**src/hdl/xrr_pkg.sv**
```systemverilog
// Package with the constants, types and the state update shared by the random-in-range unit.
package xrr_pkg;

	// Field widths fixed by the item format.
	localparam int unsigned WORD_W         = 64;
	localparam int unsigned HALF_W         = 32;
	localparam int unsigned BOUND_FIELD_W  = 32;
	localparam int unsigned VALUE_W        = 32;
	localparam int unsigned BOUND_WIDTH_DEF = 32;

	// Generator constants.
	localparam logic [WORD_W-1:0] ZERO_STATE_FILL = 64'h9e37_79b9_7f4a_7c15;
	localparam logic [WORD_W-1:0] SCRAMBLE_MULT   = 64'h2545_f491_4f6c_dd1d;
	localparam int unsigned SHIFT_A = 12;
	localparam int unsigned SHIFT_B = 25;
	localparam int unsigned SHIFT_C = 27;

	// Sequencer states.
	typedef enum logic [2:0] {
		ST_IDLE,
		ST_MUL0,
		ST_MUL1,
		ST_MUL2,
		ST_MUL3,
		ST_DIV,
		ST_DONE
	} xrr_state_t;

	// Control that every divider cell sees in the same cycle.
	typedef struct packed {
		logic clr;
		logic en;
		logic take;
	} cell_ctl_t;

	// One generator advance: a zero state is replaced first, then three xor-shifts.
	function automatic logic [WORD_W-1:0] xs_step(input logic [WORD_W-1:0] s);
		logic [WORD_W-1:0] x;
		x = (s == '0) ? ZERO_STATE_FILL : s;
		x = x ^ (x >> SHIFT_A);
		x = x ^ (x << SHIFT_B);
		x = x ^ (x >> SHIFT_C);
		return x;
	endfunction

endpackage

```
**src/hdl/xrr_bound_if.sv**
```systemverilog
// Interface for the input channel that carries one bound per item.
interface xrr_bound_if;
	import xrr_pkg::*;

	logic                     valid;
	logic                     ready;
	logic [BOUND_FIELD_W-1:0] bound;

	modport source (output valid, output bound, input ready);
	modport sink (input valid, input bound, output ready);
endinterface

```
**src/hdl/xrr_result_if.sv**
```systemverilog
// Interface for the output channel that carries the reduced value and the raw word.
interface xrr_result_if;
	import xrr_pkg::*;

	logic               valid;
	logic               ready;
	logic [VALUE_W-1:0] value;
	logic [WORD_W-1:0]  raw_word;

	modport source (output valid, output value, output raw_word, input ready);
	modport sink (input valid, input value, input raw_word, output ready);
endinterface

```
**src/hdl/xrr_div_cell.sv**
```systemverilog
// One bit slice of the restoring divider: holds one remainder bit and shifts it to its neighbor.
module xrr_div_cell
	import xrr_pkg::*;
(
	input  logic      clk,
	input  logic      arst_n,
	input  cell_ctl_t ctl,
	input  logic      shift_in,
	input  logic      div_bit,
	input  logic      borrow_in,
	output logic      r_bit,
	output logic      borrow_out
);

	logic r_q;
	logic diff;

	// Subtract the divisor bit from the shifted remainder bit, borrow ripples upward.
	assign diff       = shift_in ^ div_bit ^ borrow_in;
	assign borrow_out = (~shift_in & div_bit) | (~(shift_in ^ div_bit) & borrow_in);
	assign r_bit      = r_q;

	// Keep the difference when the whole row found no final borrow, else the shifted bit.
	always_ff @(posedge clk or negedge arst_n) begin
		if (!arst_n) begin
			r_q <= 1'b0;
		end else if (ctl.clr) begin
			r_q <= 1'b0;
		end else if (ctl.en) begin
			r_q <= ctl.take ? diff : shift_in;
		end
	end

endmodule

```
**src/hdl/xorshift_random_in_range_unit.sv**
```systemverilog
// Top level of the xorshift64* random-in-range unit: sequencer, multiplier and divider row.
//
//   channel    dir  handshake      payload
//   cfg        in   cfg_we         cfg_wdata[63:0]  (seed, reloads the generator state)
//   bound_ch   in   valid/ready    bound[31:0]
//   result_ch  out  valid/ready    value[31:0], raw_word[63:0]
//
// A nonzero bound passes through the shared 32x32 multiplier (states MUL0 to MUL3), then the
// bit-slice divider row (one dividend bit per cycle), then the output register load in DONE,
// which waits while an untaken result is held; the next item can be taken in the cycle after.
// A zero bound goes straight from IDLE to DONE, where its all-zero result is loaded.
// One item is worked on at a time; a new item is accepted while a result waits in the output
// register. Reset clears the generator state to zero and empties the output register.
module xorshift_random_in_range_unit
	import xrr_pkg::*;
#(
	parameter int unsigned BOUND_WIDTH = BOUND_WIDTH_DEF
) (
	input  logic              clk,
	input  logic              arst_n,
	input  logic              cfg_we,
	input  logic [WORD_W-1:0] cfg_wdata,
	xrr_bound_if.sink         bound_ch,
	xrr_result_if.source      result_ch
);

	// Divisor width, cells in the row and dividend bit counter width.
	localparam int unsigned DW    = (BOUND_WIDTH < BOUND_FIELD_W) ? BOUND_WIDTH : BOUND_FIELD_W;
	localparam int unsigned RW    = DW + 1;
	localparam int unsigned CNT_W = $clog2(WORD_W);

	xrr_state_t state_q, state_d;

	logic [WORD_W-1:0] gen_q;
	logic [WORD_W-1:0] prod_q;
	logic [WORD_W-1:0] acc_q;
	logic [WORD_W-1:0] acc_hi_sum;
	logic [WORD_W-1:0] dvd_q;
	logic [DW-1:0]     b_q;
	logic [CNT_W-1:0]  cnt_q;
	logic              out_valid_q;
	logic [VALUE_W-1:0] value_q;
	logic [WORD_W-1:0] raw_q;

	logic [DW-1:0]     b_eff;
	logic              in_fire;
	logic              out_load;
	logic              in_rdy;
	logic              div_en;
	logic [HALF_W-1:0] mul_a;
	logic [HALF_W-1:0] mul_b;
	logic [RW-1:0]     rem;
	logic [RW:0]       bw;
	cell_ctl_t         ctl;

	assign b_eff   = bound_ch.bound[DW-1:0];
	assign in_fire = bound_ch.valid && in_rdy;
	assign bound_ch.ready = in_rdy;

	// Next state of the sequencer.
	always_comb begin
		state_d = state_q;
		unique case (state_q)
			ST_IDLE: begin
				if (bound_ch.valid) begin
					state_d = (b_eff == '0) ? ST_DONE : ST_MUL0;
				end
			end
			ST_MUL0: state_d = ST_MUL1;
			ST_MUL1: state_d = ST_MUL2;
			ST_MUL2: state_d = ST_MUL3;
			ST_MUL3: state_d = ST_DIV;
			ST_DIV: begin
				if (cnt_q == '0) begin
					state_d = ST_DONE;
				end
			end
			ST_DONE: begin
				if (!out_valid_q || result_ch.ready) begin
					state_d = ST_IDLE;
				end
			end
			default: state_d = ST_IDLE;
		endcase
	end

	// Sequencer outputs: handshake, multiplier operands and divider enable.
	always_comb begin
		in_rdy   = 1'b0;
		out_load = 1'b0;
		div_en   = 1'b0;
		mul_a    = gen_q[HALF_W-1:0];
		mul_b    = SCRAMBLE_MULT[HALF_W-1:0];
		unique case (state_q)
			ST_IDLE: in_rdy = 1'b1;
			ST_MUL0: begin
				mul_a = gen_q[HALF_W-1:0];
				mul_b = SCRAMBLE_MULT[HALF_W-1:0];
			end
			ST_MUL1: begin
				mul_a = gen_q[HALF_W-1:0];
				mul_b = SCRAMBLE_MULT[WORD_W-1:HALF_W];
			end
			ST_MUL2: begin
				mul_a = gen_q[WORD_W-1:HALF_W];
				mul_b = SCRAMBLE_MULT[HALF_W-1:0];
			end
			ST_MUL3: ;
			ST_DIV:  div_en = 1'b1;
			ST_DONE: out_load = !out_valid_q || result_ch.ready;
			default: ;
		endcase
	end

	// Upper half of the product gets each cross term, modulo 2^64.
	assign acc_hi_sum = {acc_q[WORD_W-1:HALF_W] + prod_q[HALF_W-1:0], acc_q[HALF_W-1:0]};

	// Shared 32x32 multiplier with its product registered before accumulation.
	// The operands are zero-extended so that the full product is kept.
	always_ff @(posedge clk) begin
		prod_q <= WORD_W'(mul_a) * WORD_W'(mul_b);
	end

	// Product accumulator, dividend shifter, divisor and bit counter.
	always_ff @(posedge clk) begin
		if (in_fire) begin
			b_q   <= b_eff;
			acc_q <= '0;
		end
		unique case (state_q)
			ST_MUL1: acc_q <= prod_q;
			ST_MUL2: acc_q <= acc_hi_sum;
			ST_MUL3: begin
				acc_q <= acc_hi_sum;
				dvd_q <= acc_hi_sum;
				cnt_q <= CNT_W'(WORD_W - 1);
			end
			ST_DIV: begin
				dvd_q <= {dvd_q[WORD_W-2:0], 1'b0};
				cnt_q <= cnt_q - CNT_W'(1);
			end
			default: ;
		endcase
	end

	// Generator state: advanced on a nonzero bound, reloaded by a seed write.
	always_ff @(posedge clk or negedge arst_n) begin
		if (!arst_n) begin
			gen_q <= '0;
		end else begin
			priority if (cfg_we) begin
				gen_q <= cfg_wdata;
			end else if (in_fire && b_eff != '0) begin
				gen_q <= xs_step(gen_q);
			end
		end
	end

	// Sequencer state register.
	always_ff @(posedge clk or negedge arst_n) begin
		if (!arst_n) begin
			state_q <= ST_IDLE;
		end else begin
			state_q <= state_d;
		end
	end

	// Row of divider cells; the borrow out of the top cell decides restore or keep.
	assign bw[0]    = 1'b0;
	assign ctl.clr  = in_fire;
	assign ctl.en   = div_en;
	assign ctl.take = ~bw[RW];

	for (genvar i = 0; i < RW; i++) begin : g_cell
		logic sin;
		logic dbit;
		if (i == 0) begin : g_first
			assign sin = dvd_q[WORD_W-1];
		end else begin : g_next
			assign sin = rem[i-1];
		end
		if (i < DW) begin : g_dbit
			assign dbit = b_q[i];
		end else begin : g_top
			assign dbit = 1'b0;
		end
		xrr_div_cell u_cell (
			.clk        (clk),
			.arst_n     (arst_n),
			.ctl        (ctl),
			.shift_in   (sin),
			.div_bit    (dbit),
			.borrow_in  (bw[i]),
			.r_bit      (rem[i]),
			.borrow_out (bw[i+1])
		);
	end

	// Output register parts the finished result from the next item.
	always_ff @(posedge clk or negedge arst_n) begin
		if (!arst_n) begin
			out_valid_q <= 1'b0;
		end else if (out_load) begin
			out_valid_q <= 1'b1;
		end else if (result_ch.ready) begin
			out_valid_q <= 1'b0;
		end
	end

	always_ff @(posedge clk) begin
		if (out_load) begin
			value_q <= VALUE_W'(rem[DW-1:0]);
			raw_q   <= acc_q;
		end
	end

	assign result_ch.valid    = out_valid_q;
	assign result_ch.value    = value_q;
	assign result_ch.raw_word = raw_q;

	// The last dividend bit leads straight to the result state.
	a_div_end: assert property (@(posedge clk) disable iff (!arst_n)
		(state_q == ST_DIV && cnt_q == '0) |=> (state_q == ST_DONE))
		else $error("divider did not finish after the last dividend bit");

	// An advanced state is never zero.
	a_state_nonzero: assert property (@(posedge clk) disable iff (!arst_n)
		(in_fire && b_eff != '0 && !cfg_we) |=> (gen_q != '0))
		else $error("generator state became zero after an advance");

	// The remainder handed to the output is below the divisor.
	a_rem_range: assert property (@(posedge clk) disable iff (!arst_n)
		(out_load && b_q != '0) |-> (rem[DW-1:0] < b_q && rem[RW-1] == 1'b0))
		else $error("remainder not below the bound");

	// A zero bound gives zero results.
	a_zero_bound: assert property (@(posedge clk) disable iff (!arst_n)
		(out_load && b_q == '0) |-> (acc_q == '0 && rem == '0))
		else $error("zero bound gave a nonzero result");

endmodule

```
**src/flat_wrapper.sv**
```systemverilog
// flat-port wrapper written by rule: the top's interface ports become plain ports
module xorshift_random_in_range_unit_flat import xrr_pkg::*;
#(
	parameter int unsigned BOUND_WIDTH = BOUND_WIDTH_DEF
)
  (clk, arst_n, cfg_we, cfg_wdata, bound_ch_valid, bound_ch_bound, bound_ch_ready, result_ch_valid, result_ch_value, result_ch_raw_word, result_ch_ready);
  xrr_bound_if bound_ch_i ();
  xrr_result_if result_ch_i ();
  input  logic clk;
  input  logic arst_n;
  input  logic cfg_we;
  input  logic [WORD_W-1:0] cfg_wdata;
  input wire logic [$bits(bound_ch_i.valid)-1:0] bound_ch_valid;
  input wire logic [$bits(bound_ch_i.bound)-1:0] bound_ch_bound;
  output wire logic [$bits(bound_ch_i.ready)-1:0] bound_ch_ready;
  output wire logic [$bits(result_ch_i.valid)-1:0] result_ch_valid;
  output wire logic [$bits(result_ch_i.value)-1:0] result_ch_value;
  output wire logic [$bits(result_ch_i.raw_word)-1:0] result_ch_raw_word;
  input wire logic [$bits(result_ch_i.ready)-1:0] result_ch_ready;
  assign bound_ch_i.valid = bound_ch_valid;
  assign bound_ch_i.bound = bound_ch_bound;
  assign bound_ch_ready = bound_ch_i.ready;
  assign result_ch_valid = result_ch_i.valid;
  assign result_ch_value = result_ch_i.value;
  assign result_ch_raw_word = result_ch_i.raw_word;
  assign result_ch_i.ready = result_ch_ready;
  xorshift_random_in_range_unit #(.BOUND_WIDTH(BOUND_WIDTH)) u_core (.clk(clk), .arst_n(arst_n), .cfg_we(cfg_we), .cfg_wdata(cfg_wdata), .bound_ch(bound_ch_i), .result_ch(result_ch_i));
endmodule
```
**config.mk**
```make
export PLATFORM = sky130hd
export DESIGN_NAME = xorshift_random_in_range_unit_flat
export DESIGN_NICKNAME = d
export VERILOG_FILES = /design/src/hdl/xrr_pkg.sv /design/src/hdl/xrr_bound_if.sv /design/src/hdl/xrr_result_if.sv /design/src/hdl/xrr_div_cell.sv /design/src/hdl/xorshift_random_in_range_unit.sv /design/src/flat_wrapper.sv
export SDC_FILE = /design/constraint.sdc
export NUM_CORES = 2
export LEC_CHECK = 0
export BUFFER_PORTS_ARGS = -buffer_cell sky130_fd_sc_hd__buf_2
export CORE_MARGIN = 4
export CORE_UTILIZATION = 35
export DETAILED_ROUTE_END_ITERATION = 8
export GPL_ROUTABILITY_DRIVEN = 0
export GPL_TIMING_DRIVEN = 0
export PLACE_DENSITY = 0.56
export SYNTH_ARGS = -nofsm -noshare
export SYNTH_HDL_FRONTEND = slang
export SYNTH_SLANG_ARGS = --single-unit
```
**constraint.sdc**
```tcl
create_clock -name clk -period 30.5 [get_ports clk]
set_input_delay 4.575 -clock clk [delete_from_list [all_inputs] [get_ports clk]]
set_output_delay 4.575 -clock clk [all_outputs]
set_load 0.005 [all_outputs]
```
== Word level (Yosys, flattened, before mapping) ==
Cells that the tools add are included.

* Bits in registers: 426
* Input bits: 101

* $add $sub $neg: 2
* $mul: 1
* Equal/unequal tests: 9
* Mux-type cells: 115
* Bitwise logic cells: 226
* Reductions and logical operators: 18

{| class="wikitable"
|+ Operators with widths
! cell !! count
|-
| 64-bit 2-to-1 mux || 4
|-
| 64-bit case mux with 2 select lines || 2
|-
| 1-bit 2-to-1 mux || 101
|-
| 1-bit NOT || 65
|-
| 1-bit bitwise AND || 64
|-
| 64-bit logical NOT || 1
|-
| 64-bit by 37-bit bitwise XOR with 64-bit output || 1
|-
| 64-bit by 52-bit bitwise XOR with 64-bit output || 1
|-
| 64-bit bitwise XOR || 1
|-
| 32-bit by 31-bit multiplier with 63-bit output || 1
|-
| 1-bit bitwise XOR || 63
|-
| 32-bit adder || 1
|-
| 32-bit logical NOT || 1
|-
| 32-bit 2-to-1 mux || 1
|-
| 32-bit nonzero test || 1
|-
| 31-bit 2-to-1 mux || 1
|-
| 1-bit OR || 31
|-
| 3-bit case mux with 7 select lines || 1
|-
| 3-bit 2-to-1 mux || 4
|-
| 6-bit case mux with 2 select lines || 1
|-
| 2-bit nonzero test || 5
|-
| 3-bit == test (second input constant) || 3
|-
| 3-bit by 2-bit == test with 1-bit output (second input constant) || 2
|-
| 6-bit logical NOT || 1
|-
| other kinds (12) || 14
|}

== Longest topological paths before layout ==
* Depth in word-level cells: 68
* Gate-level depth with buffers: 42
* Gate-level depth less buffers: 40

== By module ==
A second synthesis with hierarchy kept.

* Cell total of the unflattened synthesis: 4251
* Area total of the unflattened synthesis: 43634.3 µm²

{| class="wikitable"
|+ Modules (own cells, without submodules)
! module !! times used !! cells each !! area an instance (µm²)
|-
| xorshift_random_in_range_unit || 1 || 4020 || 41198.3
|-
| xrr_div_cell || 33 || 7 || 73.8
|}

== Worst setup path after synthesis ==
Ideal clock, no wire load.

* Path kind: reg-to-reg
* Start point: reg u_core.dvd_q[63]
* End point: reg u_core.g_cell[0].u_cell.r_q
* Arrival: 12827 ps
* Data required time: 30303 ps
* Path slack: 17475 ps
* Cell stages (with the launch flop): 43
* Period minus slack after synthesis: 13025 ps
* Path through: edfxtp_1 inv_1 ha_1 inv_1 fa_1 inv_1 fa_1 fa_1 fa_1 fa_1 fa_1 fa_1 fa_1 fa_1 fa_1 fa_1 fa_1 fa_1 [7 not listed] fa_1 fa_1 fa_1 fa_1 fa_1 fa_1 fa_1 fa_1 fa_1 fa_1 inv_1 fa_1 or2_2 clkbuf_1 clkbuf_1 nand2_1 o211ai_1 a21oi_1

* Longest elaborated chain between the ends: 68
* Elaborated cells on any way between the ends: 69
* Classes of those cells: 3 x mux; 66 x bitwise

{| class="wikitable"
|+ Ends and longest elaborated chain
! item !! line !! text
|-
| from (decl) || xorshift_random_in_range_unit.sv:38 || <nowiki>logic [WORD_W-1:0] dvd_q;</nowiki>
|-
| from (signal assigned) || xorshift_random_in_range_unit.sv:135 || <nowiki>dvd_q <= acc_hi_sum;</nowiki>
|-
| from (signal assigned) || xorshift_random_in_range_unit.sv:139 || <nowiki>dvd_q <= {dvd_q[WORD_W-2:0], 1'b0};</nowiki>
|-
| 1-bit NOT || xrr_div_cell.sv:20 || <nowiki>assign borrow_out = (~shift_in & div_bit) | (~(shift_in ^ div_bit) & borrow_in);</nowiki>
|-
| 1-bit bitwise AND (2 in series) || xrr_div_cell.sv:20 ||
|-
| 1-bit OR || xrr_div_cell.sv:20 ||
|-
| 1-bit bitwise AND || xrr_div_cell.sv:20 ||
|-
| 1-bit OR || xrr_div_cell.sv:20 ||
|-
| 1-bit bitwise AND || xrr_div_cell.sv:20 ||
|-
| 1-bit OR || xrr_div_cell.sv:20 ||
|-
| 1-bit bitwise AND || xrr_div_cell.sv:20 ||
|-
| [51 not listed] || - ||
|-
| 1-bit bitwise AND || xrr_div_cell.sv:20 ||
|-
| 1-bit OR || xrr_div_cell.sv:20 ||
|-
| 1-bit bitwise AND || xrr_div_cell.sv:20 ||
|-
| 1-bit OR || xrr_div_cell.sv:20 ||
|-
| 1-bit bitwise AND || xrr_div_cell.sv:20 ||
|-
| 1-bit 2-to-1 mux * || xrr_div_cell.sv:30 || <nowiki>r_q <= ctl.take ? diff : shift_in;</nowiki>
|-
| 1-bit 2-to-1 mux * || xrr_div_cell.sv:29 || <nowiki>end else if (ctl.en) begin</nowiki>
|-
| 1-bit 2-to-1 mux * || xrr_div_cell.sv:27 || <nowiki>end else if (ctl.clr) begin</nowiki>
|-
| to (signal assigned) || xrr_div_cell.sv:30 ||
|-
| to (decl) || xrr_div_cell.sv:15 || <nowiki>logic r_q;</nowiki>
|}

Every way passes the cells marked *; elsewhere a longest branch is shown, timed or not. The select of a mux whose other input is x is not followed.
A chain may end at the register's enable or synchronous reset.

== Final worst setup path ==
* Start point: reg u_core.b_q[0]
* End point: reg u_core.g_cell[15].u_cell.r_q

* Longest elaborated chain between the ends: 67
* Elaborated cells on any way between the ends: 68
* Classes of those cells: 3 x mux; 65 x bitwise

{| class="wikitable"
|+ Ends and longest elaborated chain
! item !! line !! text
|-
| from (decl) || xorshift_random_in_range_unit.sv:39 || <nowiki>logic [DW-1:0] b_q;</nowiki>
|-
| from (signal assigned) || xorshift_random_in_range_unit.sv:127 || <nowiki>b_q <= b_eff;</nowiki>
|-
| 1-bit bitwise AND * (2 in series) || xrr_div_cell.sv:20 ||
|-
| 1-bit OR * || xrr_div_cell.sv:20 ||
|-
| 1-bit bitwise AND * || xrr_div_cell.sv:20 ||
|-
| 1-bit OR * || xrr_div_cell.sv:20 ||
|-
| 1-bit bitwise AND * || xrr_div_cell.sv:20 ||
|-
| 1-bit OR * || xrr_div_cell.sv:20 ||
|-
| 1-bit bitwise AND * || xrr_div_cell.sv:20 ||
|-
| 1-bit OR * || xrr_div_cell.sv:20 ||
|-
| [50 not listed] || - ||
|-
| 1-bit bitwise AND || xrr_div_cell.sv:20 ||
|-
| 1-bit OR || xrr_div_cell.sv:20 ||
|-
| 1-bit bitwise AND || xrr_div_cell.sv:20 ||
|-
| 1-bit OR || xrr_div_cell.sv:20 ||
|-
| 1-bit bitwise AND || xrr_div_cell.sv:20 ||
|-
| 1-bit 2-to-1 mux * || xrr_div_cell.sv:30 ||
|-
| 1-bit 2-to-1 mux * || xrr_div_cell.sv:29 ||
|-
| 1-bit 2-to-1 mux * || xrr_div_cell.sv:27 ||
|-
| to (signal assigned) || xrr_div_cell.sv:30 ||
|-
| to (decl) || xrr_div_cell.sv:15 ||
|}

Marks and branches as above.

==> results_dict.tcl <==
set metrics [dict create \
    antenna_found_initial 4 \
    ctsHoldBuffers 0 \
    max_freq_mhz 70.33 \
    cts.htree.levels 2 \
    critical_path.most_common_cell "fa_1" \
    die_h_um 359.7 \
    crit_fanout 10 \
    outcome "completed" \
    num_vias 30415 \
    num_io_pins 199 \
    rows 128 \
    clockRootBuffer "clkbuf_16" \
    crit_path_end_kind "register" \
    clk_latency_ps 610 \
    r2r_start "u_core.b_q[0]$_DFFE_PP_" \
    max_slew_margin_pct 8.171 \
    start_util_pct 35.38 \
    fin_skew_ps 27.36 \
    layout_commonest_cell "inv_1" \
    synth_seq_cells 425 \
    cts_resized 0 \
    synthToLayoutAreaGrowth_pct 11.80 \
    critical_path_class "reg2reg" \
    mostFrequentLayoutCells "inv_1 (893), fa_1 (618), ha_1 (444)" \
    cp-start-kind "register" \
    fin_crit_sh_pct 46.62 \
    totalWireLength_um 132100 \
    cp.arrival_ps 14690 \
    firstDrtPassIters 7 \
    async_flop_share_pct 23.53 \
    grt_pass1_vias 31403 \
    period_needed_ps 14220 \
    rsz0062_at_grt "false" \
    tightest_slew_ps 1339 \
    syn-mean-instance-area_um2 10.41 \
    synth_ff_type "edfxtp_1" \
    crit_slowest_cell "clkbuf_1" \
    fin_nets 5615 \
    r2r_end "u_core.g_cell[15].u_cell.r_bit$_DFFE_PN0P_" \
    drc 0 \
    min_to "u_core.result_ch.raw_word[1]$_DFFE_PP_" \
    hp-class "reg2reg" \
    die_area_um2 129400 \
    reg2reg_slack_ps 16280 \
    max_stage_delay_ps 470 \
    min-delay-start "u_core.acc_q[1]$_DFFE_PP_" \
    cts_buffers 48 \
    slew_viol_final 0 \
    grt_max_degree 74 \
    avgRoutedWirePerCell_um 21.59 \
    cts_tree "built" \
    timing.setup.tns_ps 0 \
    drt-vias-per-instance 4.972 \
    worstPathRequired_ps 30970 \
    finalSetupViolCount 0 \
    timing_hold_violations_final 0 \
    drive_above_1_share_pct 8.686 \
    crit_start "u_core.b_q[0]$_DFFE_PP_" \
    synth_edf_count 262 \
    dpl.hpwl_um 109800 \
    port_buffers 197 \
    clk_pin_slew_ps 60 \
    detail-route-antenna-nets 0 \
    ys_types 84 \
    drt-initial-drc-count 2455 \
    worstHoldPathCells 0 \
    synth_area_um2 43290 \
    postCtsSetupBuffers 0 \
    reg2reg_depth 41 \
    overflow 0 \
    core_um2 122400 \
    synth-seq-area-share_pct 26.87 \
    syn_inst 4157 \
    clock_sinks 425 \
    grt_pass1_wl_um 197800 \
    grt_use_total_pct 20.19 \
    yosysWarnings 0 \
    die_w_um 359.7 \
    max-clock-path-buffers 3 \
    maxCapViolations 0 \
]
## worst max path at each step
stage	to	slack [ps]	cells after the start
2_1_floorplan	u_core.g_cell[0].u_cell.r_bit$_DFFE_PN0P_	17480	42
3_3_place_gp	u_core.result_ch.raw_word[57]$_DFFE_PP_	15510	3
3_5_place_dp	u_core.g_cell[9].u_cell.r_bit$_DFFE_PN0P_	16350	41
4_1_cts	u_core.g_cell[9].u_cell.r_bit$_DFFE_PN0P_	16310	41
5_1_grt	u_core.g_cell[23].u_cell.r_bit$_DFFE_PN0P_	15840	41
6_report	u_core.g_cell[15].u_cell.r_bit$_DFFE_PN0P_	16280	41
## layer usage
layer | GRT usage [%] | vias up | share of wire, %
li1 | - | 13864 | -
met1 | 26.91 | 15251 | 42
met2 | 33.59 | 1039 | 48
met3 | 2.901 | 259 | 6.0
met4 | 7.366 | 2 | 4.2
met5 | 0 | - | 0.0098
## kinds of logic after synthesis
kind of cell	count (synthesis)	share of synthesized area [%]
adders and majority gates	1062	41.41
buffers and inverters	1050	9.194
and+or+nand+nor	772	8.030
AOI/OAI and AO/OA	553	8.264
DFF	425	26.87
xor gates and xnor gates	233	4.714
muxes	60	1.497
other	2	0.01735
## synth_stat cells (63+ instances only)
master | number | share of area [%]
nand2_1 | 414 | 3.6
dfxtp_1 | 63 | 2.9
nor2_1 | 126 | 1.1
dfrtp_1 | 100 | 5.8
xor2_1 | 83 | 1.7
clkbuf_1 | 126 | 1.1
a21oi_1 | 159 | 1.8
ha_1 | 444 | 13
edfxtp_1 | 262 | 18
xnor2_1 | 150 | 3.0
o21ai_0 | 113 | 1.3
fa_1 | 618 | 29
inv_1 | 894 | 7.8
## registers in the layout, indices dropped and copies added (netlist names)
signal                      flops
u_core.cnt_q                    6
u_core.acc_q                   64
u_core.prod_q                  63
u_core.b_q                     32
u_core.result_ch.valid          1
u_core.state_q                  3
u_core.result_ch.raw_word      64
u_core.gen_q                   64
u_core.result_ch.value         32
u_core.dvd_q                   64
u_core.g_cell.u_cell.r_bit     32
## cell type report
cell class / instances / area [µm²]
Antenna cell: 2 / 5.005
Buffer: 155 / 621.8
Clock buffer: 73 / 1474
Clock inverter: 15 / 224.0
Fill cell: 12142 / 73960
Inverter: 895 / 3362
Multi-Input combinational cell: 2715 / 27820
Sequential cell: 425 / 11630
Tap cell: 1625 / 2033
Timing Repair Buffer: 212 / 1226
## metrics by stage
stage	instances	worst slack [ps]	utilization, %	hold slack [ps]	instance area (µm²)
2_1_floorplan	4190	17480	-	417.4	43410
3_3_place_gp	6012	15510	37.95	441.6	46430
3_5_place_dp	6027	16350	38.16	441.0	46690
4_1_cts	6115	16310	39.55	443.0	48390
5_1_grt	6115	15840	39.55	461.9	48390
6_report	6117	16280	39.55	445.3	48390
## critical path: cells and delay by family (launching register included)
kind            cells  cell delay, ps
compound gates      2             210
fa+ha+maj          32           12230
buf+inv             5             980
flops               1             410
simple gates        2             220
Power is not shown: default switching activity piles up to over one toggle a cycle in this logic, so the estimate is an artifact.
